<file path="src/hw/rtl/imu_pkt_pkg.sv">
// Package for the IMU packet deframer: framing constants, phase and token
// types shared by the front end, the token queue and the record walker.
// No dependencies.
package imu_pkt_pkg;

    localparam logic [7:0] SYNC_FIRST  = 8'h59;
    localparam logic [7:0] SYNC_SECOND = 8'h53;

    // capture window of a required record, in value bytes
    localparam int unsigned VALUE_BYTES = 12;
    localparam int unsigned OFFSET_W    = $clog2(VALUE_BYTES + 1);

    // configuration registers
    localparam int unsigned CFG_INDEX_W = 8;
    localparam logic [CFG_INDEX_W-1:0] CFG_ANGLE_ID = 8'd0;
    localparam logic [CFG_INDEX_W-1:0] CFG_RATE_ID  = 8'd1;
    localparam logic [7:0] ANGLE_ID_RESET = 8'h40;
    localparam logic [7:0] RATE_ID_RESET  = 8'h20;

    // result status codes
    localparam logic [1:0] STATUS_OK      = 2'd0;
    localparam logic [1:0] STATUS_CHKSUM  = 2'd1;
    localparam logic [1:0] STATUS_MISSING = 2'd2;

    // token queue between front and back
    localparam int unsigned QUEUE_DEPTH = 4;
    localparam int unsigned QUEUE_PTR_W = $clog2(QUEUE_DEPTH);

    typedef enum logic [2:0] {
        PH_SYNC1,
        PH_SYNC2,
        PH_HDR2,
        PH_HDR3,
        PH_LEN,
        PH_PAYLOAD,
        PH_CHK1,
        PH_CHK2
    } t_frame_phase;

    typedef enum logic [1:0] {
        REC_ID,
        REC_LEN,
        REC_VALUE
    } t_rec_phase;

    typedef enum logic [1:0] {
        TOK_START,   // length byte seen: new payload begins
        TOK_BYTE,    // one payload byte in data
        TOK_END      // packet end, data[0] = checksum matched
    } t_tok_kind;

    typedef struct packed {
        t_tok_kind  kind;
        logic [7:0] data;
    } t_token;

    typedef struct packed {
        logic full;
        logic not_empty;
    } t_queue_status;

endpackage

</file>
<file path="src/hw/rtl/imu_pkt_front.sv">
// Front end: sync hunt, header and length parsing, running checksum.
// Turns accepted bytes into tokens for the queue. Uses imu_pkt_pkg.
module imu_pkt_front (
    input  logic                  i_clk,
    input  logic                  i_rst_n,
    input  logic                  i_valid,
    output logic                  o_ready,
    input  logic [7:0]            i_rx_byte,
    input  imu_pkt_pkg::t_queue_status i_q_status,
    output logic                  o_push,
    output imu_pkt_pkg::t_token   o_push_tok
);

    imu_pkt_pkg::t_frame_phase r_phase, n_phase;
    logic [7:0] r_pos, n_pos;
    logic [7:0] r_len, n_len;
    logic [7:0] r_sum_low, n_sum_low;
    logic [7:0] r_sum_high, n_sum_high;
    logic [7:0] r_first_chk, n_first_chk;

    logic [7:0] sum_low_add;
    logic [7:0] sum_high_add;
    logic [7:0] pos_inc;
    logic       take;

    assign o_ready      = !i_q_status.full;
    assign take         = i_valid && o_ready;
    assign sum_low_add  = r_sum_low + i_rx_byte;
    assign sum_high_add = r_sum_high + sum_low_add;
    assign pos_inc      = r_pos + 8'd1;

    always_ff @(posedge i_clk) begin
        if (!i_rst_n) begin
            r_phase     <= imu_pkt_pkg::PH_SYNC1;
            r_pos       <= '0;
            r_len       <= '0;
            r_sum_low   <= '0;
            r_sum_high  <= '0;
            r_first_chk <= '0;
        end else begin
            r_phase     <= n_phase;
            r_pos       <= n_pos;
            r_len       <= n_len;
            r_sum_low   <= n_sum_low;
            r_sum_high  <= n_sum_high;
            r_first_chk <= n_first_chk;
        end
    end

    always_comb begin
        n_phase         = r_phase;
        n_pos           = r_pos;
        n_len           = r_len;
        n_sum_low       = r_sum_low;
        n_sum_high      = r_sum_high;
        n_first_chk     = r_first_chk;
        o_push          = 1'b0;
        o_push_tok.kind = imu_pkt_pkg::TOK_BYTE;
        o_push_tok.data = i_rx_byte;
        if (take) begin
            unique case (r_phase)
                imu_pkt_pkg::PH_SYNC1: begin
                    if (i_rx_byte == imu_pkt_pkg::SYNC_FIRST) n_phase = imu_pkt_pkg::PH_SYNC2;
                end
                imu_pkt_pkg::PH_SYNC2: begin
                    // a repeated first sync byte keeps us waiting for the second
                    if (i_rx_byte == imu_pkt_pkg::SYNC_SECOND) begin
                        n_sum_low  = '0;
                        n_sum_high = '0;
                        n_phase    = imu_pkt_pkg::PH_HDR2;
                    end else if (i_rx_byte != imu_pkt_pkg::SYNC_FIRST) begin
                        n_phase = imu_pkt_pkg::PH_SYNC1;
                    end
                end
                imu_pkt_pkg::PH_HDR2: begin
                    n_sum_low  = sum_low_add;
                    n_sum_high = sum_high_add;
                    n_phase    = imu_pkt_pkg::PH_HDR3;
                end
                imu_pkt_pkg::PH_HDR3: begin
                    n_sum_low  = sum_low_add;
                    n_sum_high = sum_high_add;
                    n_phase    = imu_pkt_pkg::PH_LEN;
                end
                imu_pkt_pkg::PH_LEN: begin
                    n_sum_low       = sum_low_add;
                    n_sum_high      = sum_high_add;
                    n_len           = i_rx_byte;
                    n_pos           = '0;
                    o_push          = 1'b1;
                    o_push_tok.kind = imu_pkt_pkg::TOK_START;
                    n_phase         = (i_rx_byte == 8'd0) ? imu_pkt_pkg::PH_CHK1
                                                          : imu_pkt_pkg::PH_PAYLOAD;
                end
                imu_pkt_pkg::PH_PAYLOAD: begin
                    n_sum_low  = sum_low_add;
                    n_sum_high = sum_high_add;
                    n_pos      = pos_inc;
                    o_push     = 1'b1;
                    if (pos_inc == r_len) n_phase = imu_pkt_pkg::PH_CHK1;
                end
                imu_pkt_pkg::PH_CHK1: begin
                    n_first_chk = i_rx_byte;
                    n_phase     = imu_pkt_pkg::PH_CHK2;
                end
                imu_pkt_pkg::PH_CHK2: begin
                    o_push          = 1'b1;
                    o_push_tok.kind = imu_pkt_pkg::TOK_END;
                    o_push_tok.data = {7'd0, (r_first_chk == r_sum_low) &&
                                             (i_rx_byte == r_sum_high)};
                    n_phase         = imu_pkt_pkg::PH_SYNC1;
                end
            endcase
        end
    end

endmodule

</file>
<file path="src/hw/rtl/imu_pkt_queue.sv">
// Short token queue between front end and record walker.
// Register-based FIFO; depth from imu_pkt_pkg.
module imu_pkt_queue (
    input  logic                       i_clk,
    input  logic                       i_rst_n,
    input  logic                       i_push,
    input  imu_pkt_pkg::t_token        i_push_tok,
    input  logic                       i_pop,
    output imu_pkt_pkg::t_token        o_head_tok,
    output imu_pkt_pkg::t_queue_status o_status
);

    localparam int unsigned PW = imu_pkt_pkg::QUEUE_PTR_W;

    imu_pkt_pkg::t_token r_mem [imu_pkt_pkg::QUEUE_DEPTH];
    logic [PW-1:0] r_wr_ptr, n_wr_ptr;
    logic [PW-1:0] r_rd_ptr, n_rd_ptr;
    logic [PW:0]   r_count, n_count;
    logic          do_push;
    logic          do_pop;

    assign o_status.full      = (r_count == (PW+1)'(imu_pkt_pkg::QUEUE_DEPTH));
    assign o_status.not_empty = (r_count != '0);
    assign o_head_tok         = r_mem[r_rd_ptr];
    assign do_push            = i_push && !o_status.full;
    assign do_pop             = i_pop && o_status.not_empty;

    always_comb begin
        n_wr_ptr = do_push ? r_wr_ptr + PW'(1) : r_wr_ptr;
        n_rd_ptr = do_pop ? r_rd_ptr + PW'(1) : r_rd_ptr;
        n_count  = r_count;
        if (do_push && !do_pop) n_count = r_count + (PW+1)'(1);
        else if (do_pop && !do_push) n_count = r_count - (PW+1)'(1);
    end

    always_ff @(posedge i_clk) begin
        if (!i_rst_n) begin
            r_wr_ptr <= '0;
            r_rd_ptr <= '0;
            r_count  <= '0;
        end else begin
            r_wr_ptr <= n_wr_ptr;
            r_rd_ptr <= n_rd_ptr;
            r_count  <= n_count;
        end
    end

    always_ff @(posedge i_clk) begin
        if (do_push) r_mem[r_wr_ptr] <= i_push_tok;
    end

endmodule

</file>
<file path="src/hw/rtl/imu_pkt_back.sv">
// Back end: record id/length/value walker, value capture, result register
// and the two record id registers. Consumes tokens; uses imu_pkt_pkg.
module imu_pkt_back (
    input  logic                       i_clk,
    input  logic                       i_rst_n,
    input  logic                       i_cfg_valid,
    input  logic [imu_pkt_pkg::CFG_INDEX_W-1:0] i_cfg_index,
    input  logic [7:0]                 i_cfg_data,
    input  imu_pkt_pkg::t_token        i_head_tok,
    input  imu_pkt_pkg::t_queue_status i_q_status,
    output logic                       o_pop,
    output logic                       o_valid,
    input  logic                       i_ready,
    output logic [1:0]                 o_status,
    output logic signed [31:0]         o_pitch,
    output logic signed [31:0]         o_roll,
    output logic signed [31:0]         o_yaw,
    output logic signed [31:0]         o_rate_x,
    output logic signed [31:0]         o_rate_y,
    output logic signed [31:0]         o_rate_z
);

    localparam int unsigned NB = imu_pkt_pkg::VALUE_BYTES;
    localparam int unsigned OW = imu_pkt_pkg::OFFSET_W;

    logic [7:0] r_angle_id;
    logic [7:0] r_rate_id;

    imu_pkt_pkg::t_rec_phase r_rec_phase, n_rec_phase;
    logic [1:0]    r_kind, n_kind;          // bit 0 angle, bit 1 rate
    logic [7:0]    r_remaining, n_remaining;
    logic [OW-1:0] r_offset, n_offset;      // saturates at NB
    logic [1:0]    r_found, n_found;
    logic [1:0]    r_complete, n_complete;

    logic [7:0] r_angle_b [NB];
    logic [7:0] r_rate_b  [NB];

    logic        r_out_valid;
    logic [1:0]  r_status;
    logic [31:0] r_val [6];

    logic       out_free;
    logic       is_end;
    logic       in_window;
    logic       wr_angle;
    logic       wr_rate;
    logic [1:0] end_status;
    logic [31:0] cap_val [6];

    assign out_free  = !r_out_valid || i_ready;
    assign is_end    = (i_head_tok.kind == imu_pkt_pkg::TOK_END);
    assign o_pop     = i_q_status.not_empty && (!is_end || out_free);
    assign in_window = (r_offset < OW'(NB));
    assign wr_angle  = o_pop && (i_head_tok.kind == imu_pkt_pkg::TOK_BYTE)
                       && (r_rec_phase == imu_pkt_pkg::REC_VALUE) && in_window && r_kind[0];
    assign wr_rate   = o_pop && (i_head_tok.kind == imu_pkt_pkg::TOK_BYTE)
                       && (r_rec_phase == imu_pkt_pkg::REC_VALUE) && in_window && r_kind[1];

    always_ff @(posedge i_clk) begin
        if (!i_rst_n) begin
            r_angle_id <= imu_pkt_pkg::ANGLE_ID_RESET;
            r_rate_id  <= imu_pkt_pkg::RATE_ID_RESET;
        end else if (i_cfg_valid) begin
            if (i_cfg_index == imu_pkt_pkg::CFG_ANGLE_ID) r_angle_id <= i_cfg_data;
            else if (i_cfg_index == imu_pkt_pkg::CFG_RATE_ID) r_rate_id <= i_cfg_data;
        end
    end

    always_comb begin
        n_rec_phase = r_rec_phase;
        n_kind      = r_kind;
        n_remaining = r_remaining;
        n_offset    = r_offset;
        n_found     = r_found;
        n_complete  = r_complete;
        if (o_pop) begin
            case (i_head_tok.kind)
                imu_pkt_pkg::TOK_START: begin
                    n_rec_phase = imu_pkt_pkg::REC_ID;
                    n_kind      = '0;
                    n_remaining = '0;
                    n_offset    = '0;
                    n_found     = '0;
                    n_complete  = '0;
                end
                imu_pkt_pkg::TOK_BYTE: begin
                    unique case (r_rec_phase)
                        imu_pkt_pkg::REC_ID: begin
                            // only the first record with each id is captured
                            n_kind[0]   = (i_head_tok.data == r_angle_id) && !r_found[0];
                            n_kind[1]   = (i_head_tok.data == r_rate_id) && !r_found[1];
                            n_found     = r_found | n_kind;
                            n_rec_phase = imu_pkt_pkg::REC_LEN;
                        end
                        imu_pkt_pkg::REC_LEN: begin
                            n_remaining = i_head_tok.data;
                            n_offset    = '0;
                            n_rec_phase = (i_head_tok.data == 8'd0) ? imu_pkt_pkg::REC_ID
                                                                    : imu_pkt_pkg::REC_VALUE;
                        end
                        default: begin
                            if (r_offset == OW'(NB - 1)) n_complete = r_complete | r_kind;
                            if (in_window) n_offset = r_offset + OW'(1);
                            n_remaining = r_remaining - 8'd1;
                            if (r_remaining == 8'd1) n_rec_phase = imu_pkt_pkg::REC_ID;
                        end
                    endcase
                end
                default: ;
            endcase
        end
    end

    always_ff @(posedge i_clk) begin
        if (!i_rst_n) begin
            r_rec_phase <= imu_pkt_pkg::REC_ID;
            r_kind      <= '0;
            r_remaining <= '0;
            r_offset    <= '0;
            r_found     <= '0;
            r_complete  <= '0;
        end else begin
            r_rec_phase <= n_rec_phase;
            r_kind      <= n_kind;
            r_remaining <= n_remaining;
            r_offset    <= n_offset;
            r_found     <= n_found;
            r_complete  <= n_complete;
        end
    end

    always_ff @(posedge i_clk) begin
        if (wr_angle) r_angle_b[r_offset] <= i_head_tok.data;
        if (wr_rate)  r_rate_b[r_offset]  <= i_head_tok.data;
    end

    // little-endian words out of the captured bytes
    always_comb begin
        for (int w = 0; w < 3; w++) begin
            cap_val[w]     = {r_angle_b[4*w+3], r_angle_b[4*w+2],
                              r_angle_b[4*w+1], r_angle_b[4*w]};
            cap_val[w + 3] = {r_rate_b[4*w+3], r_rate_b[4*w+2],
                              r_rate_b[4*w+1], r_rate_b[4*w]};
        end
    end

    always_comb begin
        if (!i_head_tok.data[0]) end_status = imu_pkt_pkg::STATUS_CHKSUM;
        else if (r_complete != 2'b11) end_status = imu_pkt_pkg::STATUS_MISSING;
        else end_status = imu_pkt_pkg::STATUS_OK;
    end

    always_ff @(posedge i_clk) begin
        if (!i_rst_n) begin
            r_out_valid <= 1'b0;
        end else if (o_pop && is_end) begin
            r_out_valid <= 1'b1;
        end else if (i_ready) begin
            r_out_valid <= 1'b0;
        end
    end

    always_ff @(posedge i_clk) begin
        if (o_pop && is_end) begin
            r_status <= end_status;
            for (int k = 0; k < 6; k++) begin
                r_val[k] <= (end_status == imu_pkt_pkg::STATUS_OK) ? cap_val[k] : 32'd0;
            end
        end
    end

    assign o_valid  = r_out_valid;
    assign o_status = r_status;
    assign o_pitch  = $signed(r_val[0]);
    assign o_roll   = $signed(r_val[1]);
    assign o_yaw    = $signed(r_val[2]);
    assign o_rate_x = $signed(r_val[3]);
    assign o_rate_y = $signed(r_val[4]);
    assign o_rate_z = $signed(r_val[5]);

endmodule

</file>
<file path="src/hw/rtl/imu_packet_deframer.sv">
// IMU packet deframer. One received byte is taken per clock cycle, sustained,
// for as long as the four-word token queue between the framing front end and
// the record walker has room; the walker drains one word per cycle, so the
// input only stalls while a finished result sits unread in the output
// register and the queue fills up behind it. A result is registered once its
// end word leaves the queue and holds until taken. Status 0 means good checksum
// and both required records captured; status 1 is a checksum mismatch; status 2
// a missing or short record. On a nonzero status all six values read zero.
// Record ids are to be written through the config port (index 0 angle id, index
// 1 rate id) only while the block is idle; the block does not enforce this.
// Depends on imu_pkt_pkg, imu_pkt_front, imu_pkt_queue, imu_pkt_back.
module imu_packet_deframer (
    input  logic               i_clk,
    input  logic               i_rst_n,
    input  logic               i_valid,
    output logic               o_ready,
    input  logic [7:0]         i_rx_byte,
    output logic               o_valid,
    input  logic               i_ready,
    output logic [1:0]         o_status,
    output logic signed [31:0] o_pitch,
    output logic signed [31:0] o_roll,
    output logic signed [31:0] o_yaw,
    output logic signed [31:0] o_rate_x,
    output logic signed [31:0] o_rate_y,
    output logic signed [31:0] o_rate_z,
    input  logic               i_cfg_valid,
    output logic               o_cfg_ready,
    input  logic [imu_pkt_pkg::CFG_INDEX_W-1:0] i_cfg_index,
    input  logic [7:0]         i_cfg_data
);

    logic                       push;
    imu_pkt_pkg::t_token        push_tok;
    logic                       pop;
    imu_pkt_pkg::t_token        head_tok;
    imu_pkt_pkg::t_queue_status q_status;

    assign o_cfg_ready = 1'b1;

    imu_pkt_front u_front (
        .i_clk      (i_clk),
        .i_rst_n    (i_rst_n),
        .i_valid    (i_valid),
        .o_ready    (o_ready),
        .i_rx_byte  (i_rx_byte),
        .i_q_status (q_status),
        .o_push     (push),
        .o_push_tok (push_tok)
    );

    imu_pkt_queue u_queue (
        .i_clk      (i_clk),
        .i_rst_n    (i_rst_n),
        .i_push     (push),
        .i_push_tok (push_tok),
        .i_pop      (pop),
        .o_head_tok (head_tok),
        .o_status   (q_status)
    );

    imu_pkt_back u_back (
        .i_clk       (i_clk),
        .i_rst_n     (i_rst_n),
        .i_cfg_valid (i_cfg_valid && o_cfg_ready),
        .i_cfg_index (i_cfg_index),
        .i_cfg_data  (i_cfg_data),
        .i_head_tok  (head_tok),
        .i_q_status  (q_status),
        .o_pop       (pop),
        .o_valid     (o_valid),
        .i_ready     (i_ready),
        .o_status    (o_status),
        .o_pitch     (o_pitch),
        .o_roll      (o_roll),
        .o_yaw       (o_yaw),
        .o_rate_x    (o_rate_x),
        .o_rate_y    (o_rate_y),
        .o_rate_z    (o_rate_z)
    );

endmodule

</file>
<file path="config.mk">
export PLATFORM = sky130hd
export DESIGN_NAME = imu_packet_deframer
export DESIGN_NICKNAME = d
export VERILOG_FILES = /design/src/hw/rtl/imu_pkt_pkg.sv /design/src/hw/rtl/imu_pkt_front.sv /design/src/hw/rtl/imu_pkt_queue.sv /design/src/hw/rtl/imu_pkt_back.sv /design/src/hw/rtl/imu_packet_deframer.sv
export SDC_FILE = /design/constraint.sdc
export NUM_CORES = 1
export LEC_CHECK = 0
export BUFFER_PORTS_ARGS = -buffer_cell sky130_fd_sc_hd__buf_2
export CAP_MARGIN = 30
export CORE_ASPECT_RATIO = 0.8
export CORE_MARGIN = 1.5
export CORE_UTILIZATION = 29
export DETAILED_ROUTE_END_ITERATION = 6
export HOLD_SLACK_MARGIN = 0.06
export PLACE_DENSITY = 0.52
export SETUP_SLACK_MARGIN = 0.02
export SLEW_MARGIN = 20
export SYNTH_ARGS = -nofsm -noshare
export SYNTH_HDL_FRONTEND = slang
export SYNTH_HIERARCHICAL = 1
export SYNTH_SLANG_ARGS = --single-unit
</file>
<file path="constraint.sdc">
create_clock -name i_clk -period 16.39 [get_ports i_clk]
set_clock_uncertainty 0.1 [all_clocks]
set_input_delay 0.8195 -clock i_clk [delete_from_list [all_inputs] [get_ports i_clk]]
set_output_delay 0.8195 -clock i_clk [all_outputs]
set_load 0.05 [all_outputs]
</file>
# Yosys cells after proc, flatten, opt, wreduce, memory -nomap -nowiden

Memories as Yosys holds them, arrays and structs flattened. A register that Yosys moved wholly into a read port is not among the register bits.
Index checks and enable logic that the tools add are counted.

Flip-flop bits (word level): 89
Bits in latches: 0
Memory bits (writable): 424
ROM bits: 0
Input port bits: 29
Output and inout bits: 197
Memories kept: 4

Memories:

| memory           | depth | bits a word | rd ports | clocked after memory_dff | write ports | line                | text |
|---|---|---|---|---|---|---|---|
| u_back.r_val     | 6     | 32          | 6        | 0                        | 6           | imu_pkt_back.sv:41  | `logic [31:0] r_val [6];` |
| u_back.r_angle_b | 12    | 8           | 12       | 0                        | 1           | imu_pkt_back.sv:36  | `logic [7:0] r_angle_b [NB];` |
| u_back.r_rate_b  | 12    | 8           | 12       | 0                        | 1           | imu_pkt_back.sv:37  | `logic [7:0] r_rate_b [NB];` |
| u_queue.r_mem    | 4     | 10          | 1        | 1                        | 1           | imu_pkt_queue.sv:15 | `imu_pkt_pkg::t_token r_mem [imu_pkt_pkg::QUEUE_DEPTH];` |

$add $sub $neg: 9
Multipliers: 0
Divide/modulo/power cells: 0
Magnitude comparators: 1
Equal/unequal tests: 34
Shifts and indexed selects: 0
Muxes and demuxes: 53
Bitwise logic cells: 3
Reductions and logical operators: 52

Operator list:

| kind                                                                     | number |
|---|---|
| 32-bit 2-to-1 mux                                                        | 6 |
| 8-bit one-hot mux with 2 select lines                                    | 5 |
| 8-bit == test                                                            | 5 |
| 8-bit logical NOT                                                        | 3 |
| 2-bit one-hot mux with 2 select lines                                    | 6 |
| 3-bit one-hot mux with 8 select lines                                    | 1 |
| 2-bit 2-to-1 mux                                                         | 11 |
| 3-bit 2-to-1 mux                                                         | 6 |
| 8-bit adder                                                              | 2 |
| 8-bit by 1-bit == test with 1-bit output (second input constant)         | 2 |
| 8-bit by 7-bit == test with 1-bit output (second input constant)         | 2 |
| 8-bit 2-to-1 mux                                                         | 2 |
| 4-bit one-hot mux with 2 select lines                                    | 2 |
| 3-bit == test (second input constant)                                    | 5 |
| 1-bit logical AND                                                        | 15 |
| 3-bit AND reduction                                                      | 5 |
| 1-bit 2-to-1 mux                                                         | 12 |
| 4-bit AND reduction                                                      | 3 |
| 10-bit 2-to-1 mux                                                        | 1 |
| 2-bit inequality test (second input constant)                            | 5 |
| 2-bit nonzero test                                                       | 5 |
| 8-bit by 1-bit adder with 8-bit output (second input constant)           | 1 |
| 8-bit by 7-bit inequality test with 1-bit output (second input constant) | 1 |
| 2-bit AND reduction                                                      | 4 |
| other kinds (26)                                                         | 42 |

# Longest topological paths before layout

Word-level depth: 10
Gate-level depth with buffers: 13
Gate-level depth less buffers: 13

# By module

The synthesis kept the hierarchy.

By module, submodules not included:

| module              | times used | cells each | area an instance (µm²) | sequential area each (µm²) |
|---|---|---|---|---|
| imu_pkt_back        | 1          | 883        | 15,110.7               | 12,331.8 |
| imu_pkt_front       | 1          | 346        | 2,914.0                | 860.8 |
| imu_pkt_queue       | 1          | 100        | 1,926.8                | 1,381.3 |
| imu_packet_deframer | 1          | 2          | 11.3                   | 0.0 |

# Worst setup path before layout

OpenSTA, ideal clock, no wires.

Path kind: flip-flop to flip-flop
From: register with a tool-made name
To: register u_back.r_status[0] (netlist: u_back/o_status[0]) (enable)
Arrival time: 5,857 ps
Required time: 15,711 ps
Path slack: 9,854 ps
Cell stages (with the launch flop): 6
Path buffers: 1
Cell sequence: dfxtp_1 buf_2 mux4_2 inv_1 o31a_1 and2_1

RTL lines:

| element                | line                | text |
|---|---|---|
| end signal: assignment | imu_pkt_back.sv:166 | `r_status <= end_status;` |
| end: declaration       | imu_pkt_back.sv:40  | `logic [1:0] r_status;` |

==> impl_metrics.env <==
export IMPL_final_cells=2524
export IMPL_dominantRegCellSynth="edfxtp_1"
export IMPL_grt_pass1_wl_um=66200
export IMPL_grtUsageTotal_pct=12.55
export IMPL_yosysSeqAreaShare_pct=73.01
export IMPL_crit_fanout=10
export IMPL_critPathKind="reg2reg"
export IMPL_status="finished clean"
export IMPL_netlist_area_um2=19960
export IMPL_floorplan_rows=85
export IMPL_clock_sinks=515
export IMPL_die_height_um=237.7
export IMPL_drc=0
export IMPL_syn_instance_count=1331
export IMPL_grt_pass1_vias=10651
export IMPL_grt_max_degree=114
export IMPL_place_area_um2=22010
export IMPL_worst_slew_pin_slew_ps=937.8
export IMPL_core_area_um2=67640
export IMPL_n_antenna_cell=0
export IMPL_start_util_pct=29.51
export IMPL_synthesis_nets=1389
export IMPL_antenna_found_initial=3
export IMPL_cts_tree="yes"
export IMPL_final_max_slew_violation_count=0
export IMPL_async_flop_share_pct=0
export IMPL_dp_cells=2414
export IMPL_setup_ws_ps=12810
export IMPL_startpoint_type="flip-flop"
export IMPL_grt_overflow=0
export IMPL_initialDrtViolationCount=871
export IMPL_slew_headroom_pct=37.48
export IMPL_cts_buffers=55
export IMPL_multiInputGateArea_um2=5045
export IMPL_htreeDepth=2
export IMPL_hold_path_class="in2reg"
export IMPL_fin_crit_sh_pct=21.82
export IMPL_drive_gt1_share_pct=22.35
export IMPL_via_count=11140
export IMPL_finalCriticalPeriod_ps=3576
export IMPL_routed_wl_um=45330
export IMPL_place_congestion=0.7917
export IMPL_p_per_area_nw_per_um2=112.7
export IMPL_io_pins=226
export IMPL_clk_pin_slew_ps=60
export IMPL_filler_cell_count=6573
export IMPL_fin_area_um2=24060
export IMPL_fin_tns_setup_ps=0
export IMPL_die_area_um2=70430
export IMPL_finalHoldViolations=0
export IMPL_port_buffers=224
export IMPL_clkLatencyLatePin_ps=620
export IMPL_routedWlPerCell_um=17.96
export IMPL_fin_nets=1624
export IMPL_vias_per_cell=4.414
export IMPL_crit_required_ps=16510
export IMPL_fin_util_pct=35.57
export IMPL_hold_buffers=0
export IMPL_ant_nets=0
export IMPL_dpl_hpwl_um=27520
export IMPL_synth_edf_count=426
export IMPL_cts_root_buf="clkbuf_16"
export IMPL_cp_end_kind="flip-flop"
export IMPL_cts_resized=0
export IMPL_syn_avg_cell_area_um2=15.00
export IMPL_seq_area_um2=14570
export IMPL_first_pass_iters=5
export IMPL_pre_cts_ws_ps=12520
export IMPL_ys_warn_count=6
export IMPL_drv_cap=0
export IMPL_min_from="i_cfg_data[5]"
export IMPL_setup_violations=0
export IMPL_postCtsSetupBuffers=0
export IMPL_rsz0062_at_grt="false"
export IMPL_arrival_ps=3700
export IMPL_syn2layout_area_growth_pct=20.53
export IMPL_p_leak_nw=9.154
export IMPL_ff2ff_setup_slack_ps=12810
export IMPL_ys_types=71
export IMPL_die_x_um=296.3
export IMPL_ys_ff_latch=515
export IMPL_fmax_mhz=279.6
export IMPL_cts_buffer_depth=3
export IMPL_peakVddDrop_mv=0.07945
## cell usage after synthesis, types with 3 or more instances
cell type	number	area share [%]
inv_1	19	0.36
mux2i_1	15	0.75
xnor2_1	33	1.4
o22ai_1	3	0.094
a22oi_1	17	0.64
a21o_1	3	0.11
or3_1	6	0.19
buf_2	11	0.28
nor3b_1	9	0.34
a31oi_1	3	0.094
nand2b_1	7	0.22
nand3_1	28	0.70
nor4_1	12	0.38
clkbuf_1	42	0.79
and2_1	226	7.1
a21boi_0	15	0.56
o2bb2ai_1	4	0.18
a21oi_1	32	0.80
buf_4	4	0.15
o21bai_1	3	0.11
nand3b_1	4	0.15
xor2_1	27	1.2
nor2b_1	43	1.3
edfxtp_1	426	64
nand2_1	51	0.96
nor3_1	11	0.28
ha_1	26	1.6
and3_1	6	0.19
dfxtp_1	89	8.9
mux4_2	10	1.1
fa_1	3	0.30
nor2_1	37	0.70
nand4_1	13	0.41
o21ai_0	45	1.1
buf_6	3	0.17
## kinds of logic after synthesis
group | synth area share, %
simple gates | 13.80
buf+inv | 1.761
mux | 1.993
flops | 73.01
fa+ha+maj | 1.930
compound gates | 4.864
other cells | 0.01878
xor+xnor | 2.632
## area by class of cell
type	count	area share [%]
flip-flops and latches	515	60.57
repair buffers	239	5.533
inverters	19	0.2964
clock inverters	37	2.012
clock buffers	65	5.876
multi-input cells	736	20.97
well taps	913	4.748
## placed cells by master (no fill, tap or decap), types with 8 or more instances in the layout
master / instances
a21boi_0: 15
a21oi_1: 32
a22oi_1: 17
and2_1: 225
buf_2: 224
buf_4: 9
bufinv_16: 8
clkbuf_1: 10
clkbuf_16: 55
clkinvlp_4: 10
dfxtp_1: 89
edfxtp_1: 426
ha_1: 26
inv_1: 19
mux2i_1: 15
mux4_2: 10
nand2_1: 51
nand3_1: 28
nand4_1: 13
nor2_1: 37
nor2b_1: 43
nor3_1: 11
nor3b_1: 9
nor4_1: 12
o21ai_0: 45
xnor2_1: 33
xor2_1: 27
## power by group
part | total [mW] | switching (mW) | internal [mW]
logic | 0.0251 | 0.0156 | 0.00955
registers | 1.40 | 0.000101 | 1.40
clock network | 1.29 | 0.537 | 0.751
## stage by stage
stage               hold WS, ps  total power, mW
detailed placement        347.8            1.450
global placement          331.2            1.450
CTS                       292.1            2.748
finish                    333.4            2.711
global route              331.6            2.806
floorplan                 317.9            1.440
## path summary, 6_finish.rpt
| path | cells past startpoint | endpoint |
|---|---|---|
| min | 3 | u_back/r_rate_id[5] |
| max | 5 | u_back/r_rate_b[5][7] |
| min reg2reg | 1 | u_back/r_kind[0] |
| max reg2reg | 5 | u_back/r_rate_b[5][7] |
## worst max-delay path: stages (launching register included)
cell	delay (ps)
dfxtp_1	780
mux4_2	650
nand2b_2	260
or4b_4	570
nor2_1	300
and2_1	500
## sequential cells by signal (all words and copies together) (netlist names), 40 cells and up, named ones only
name and cells:
u_back/r_rate_b 96, u_back/r_angle_b 96, u_queue/r_mem 40, u_back/r_val 192
## layer usage
layer,track usage [%],part of all wire (%),vias to the layer above
li1,-,-,5301
met5,0,0.024,-
met1,17.93,47,5447
met3,2.309,5.9,72
met4,3.834,1.9,2
met2,19.27,45,318
No activity file was read; power rests on OpenSTA's default activity.
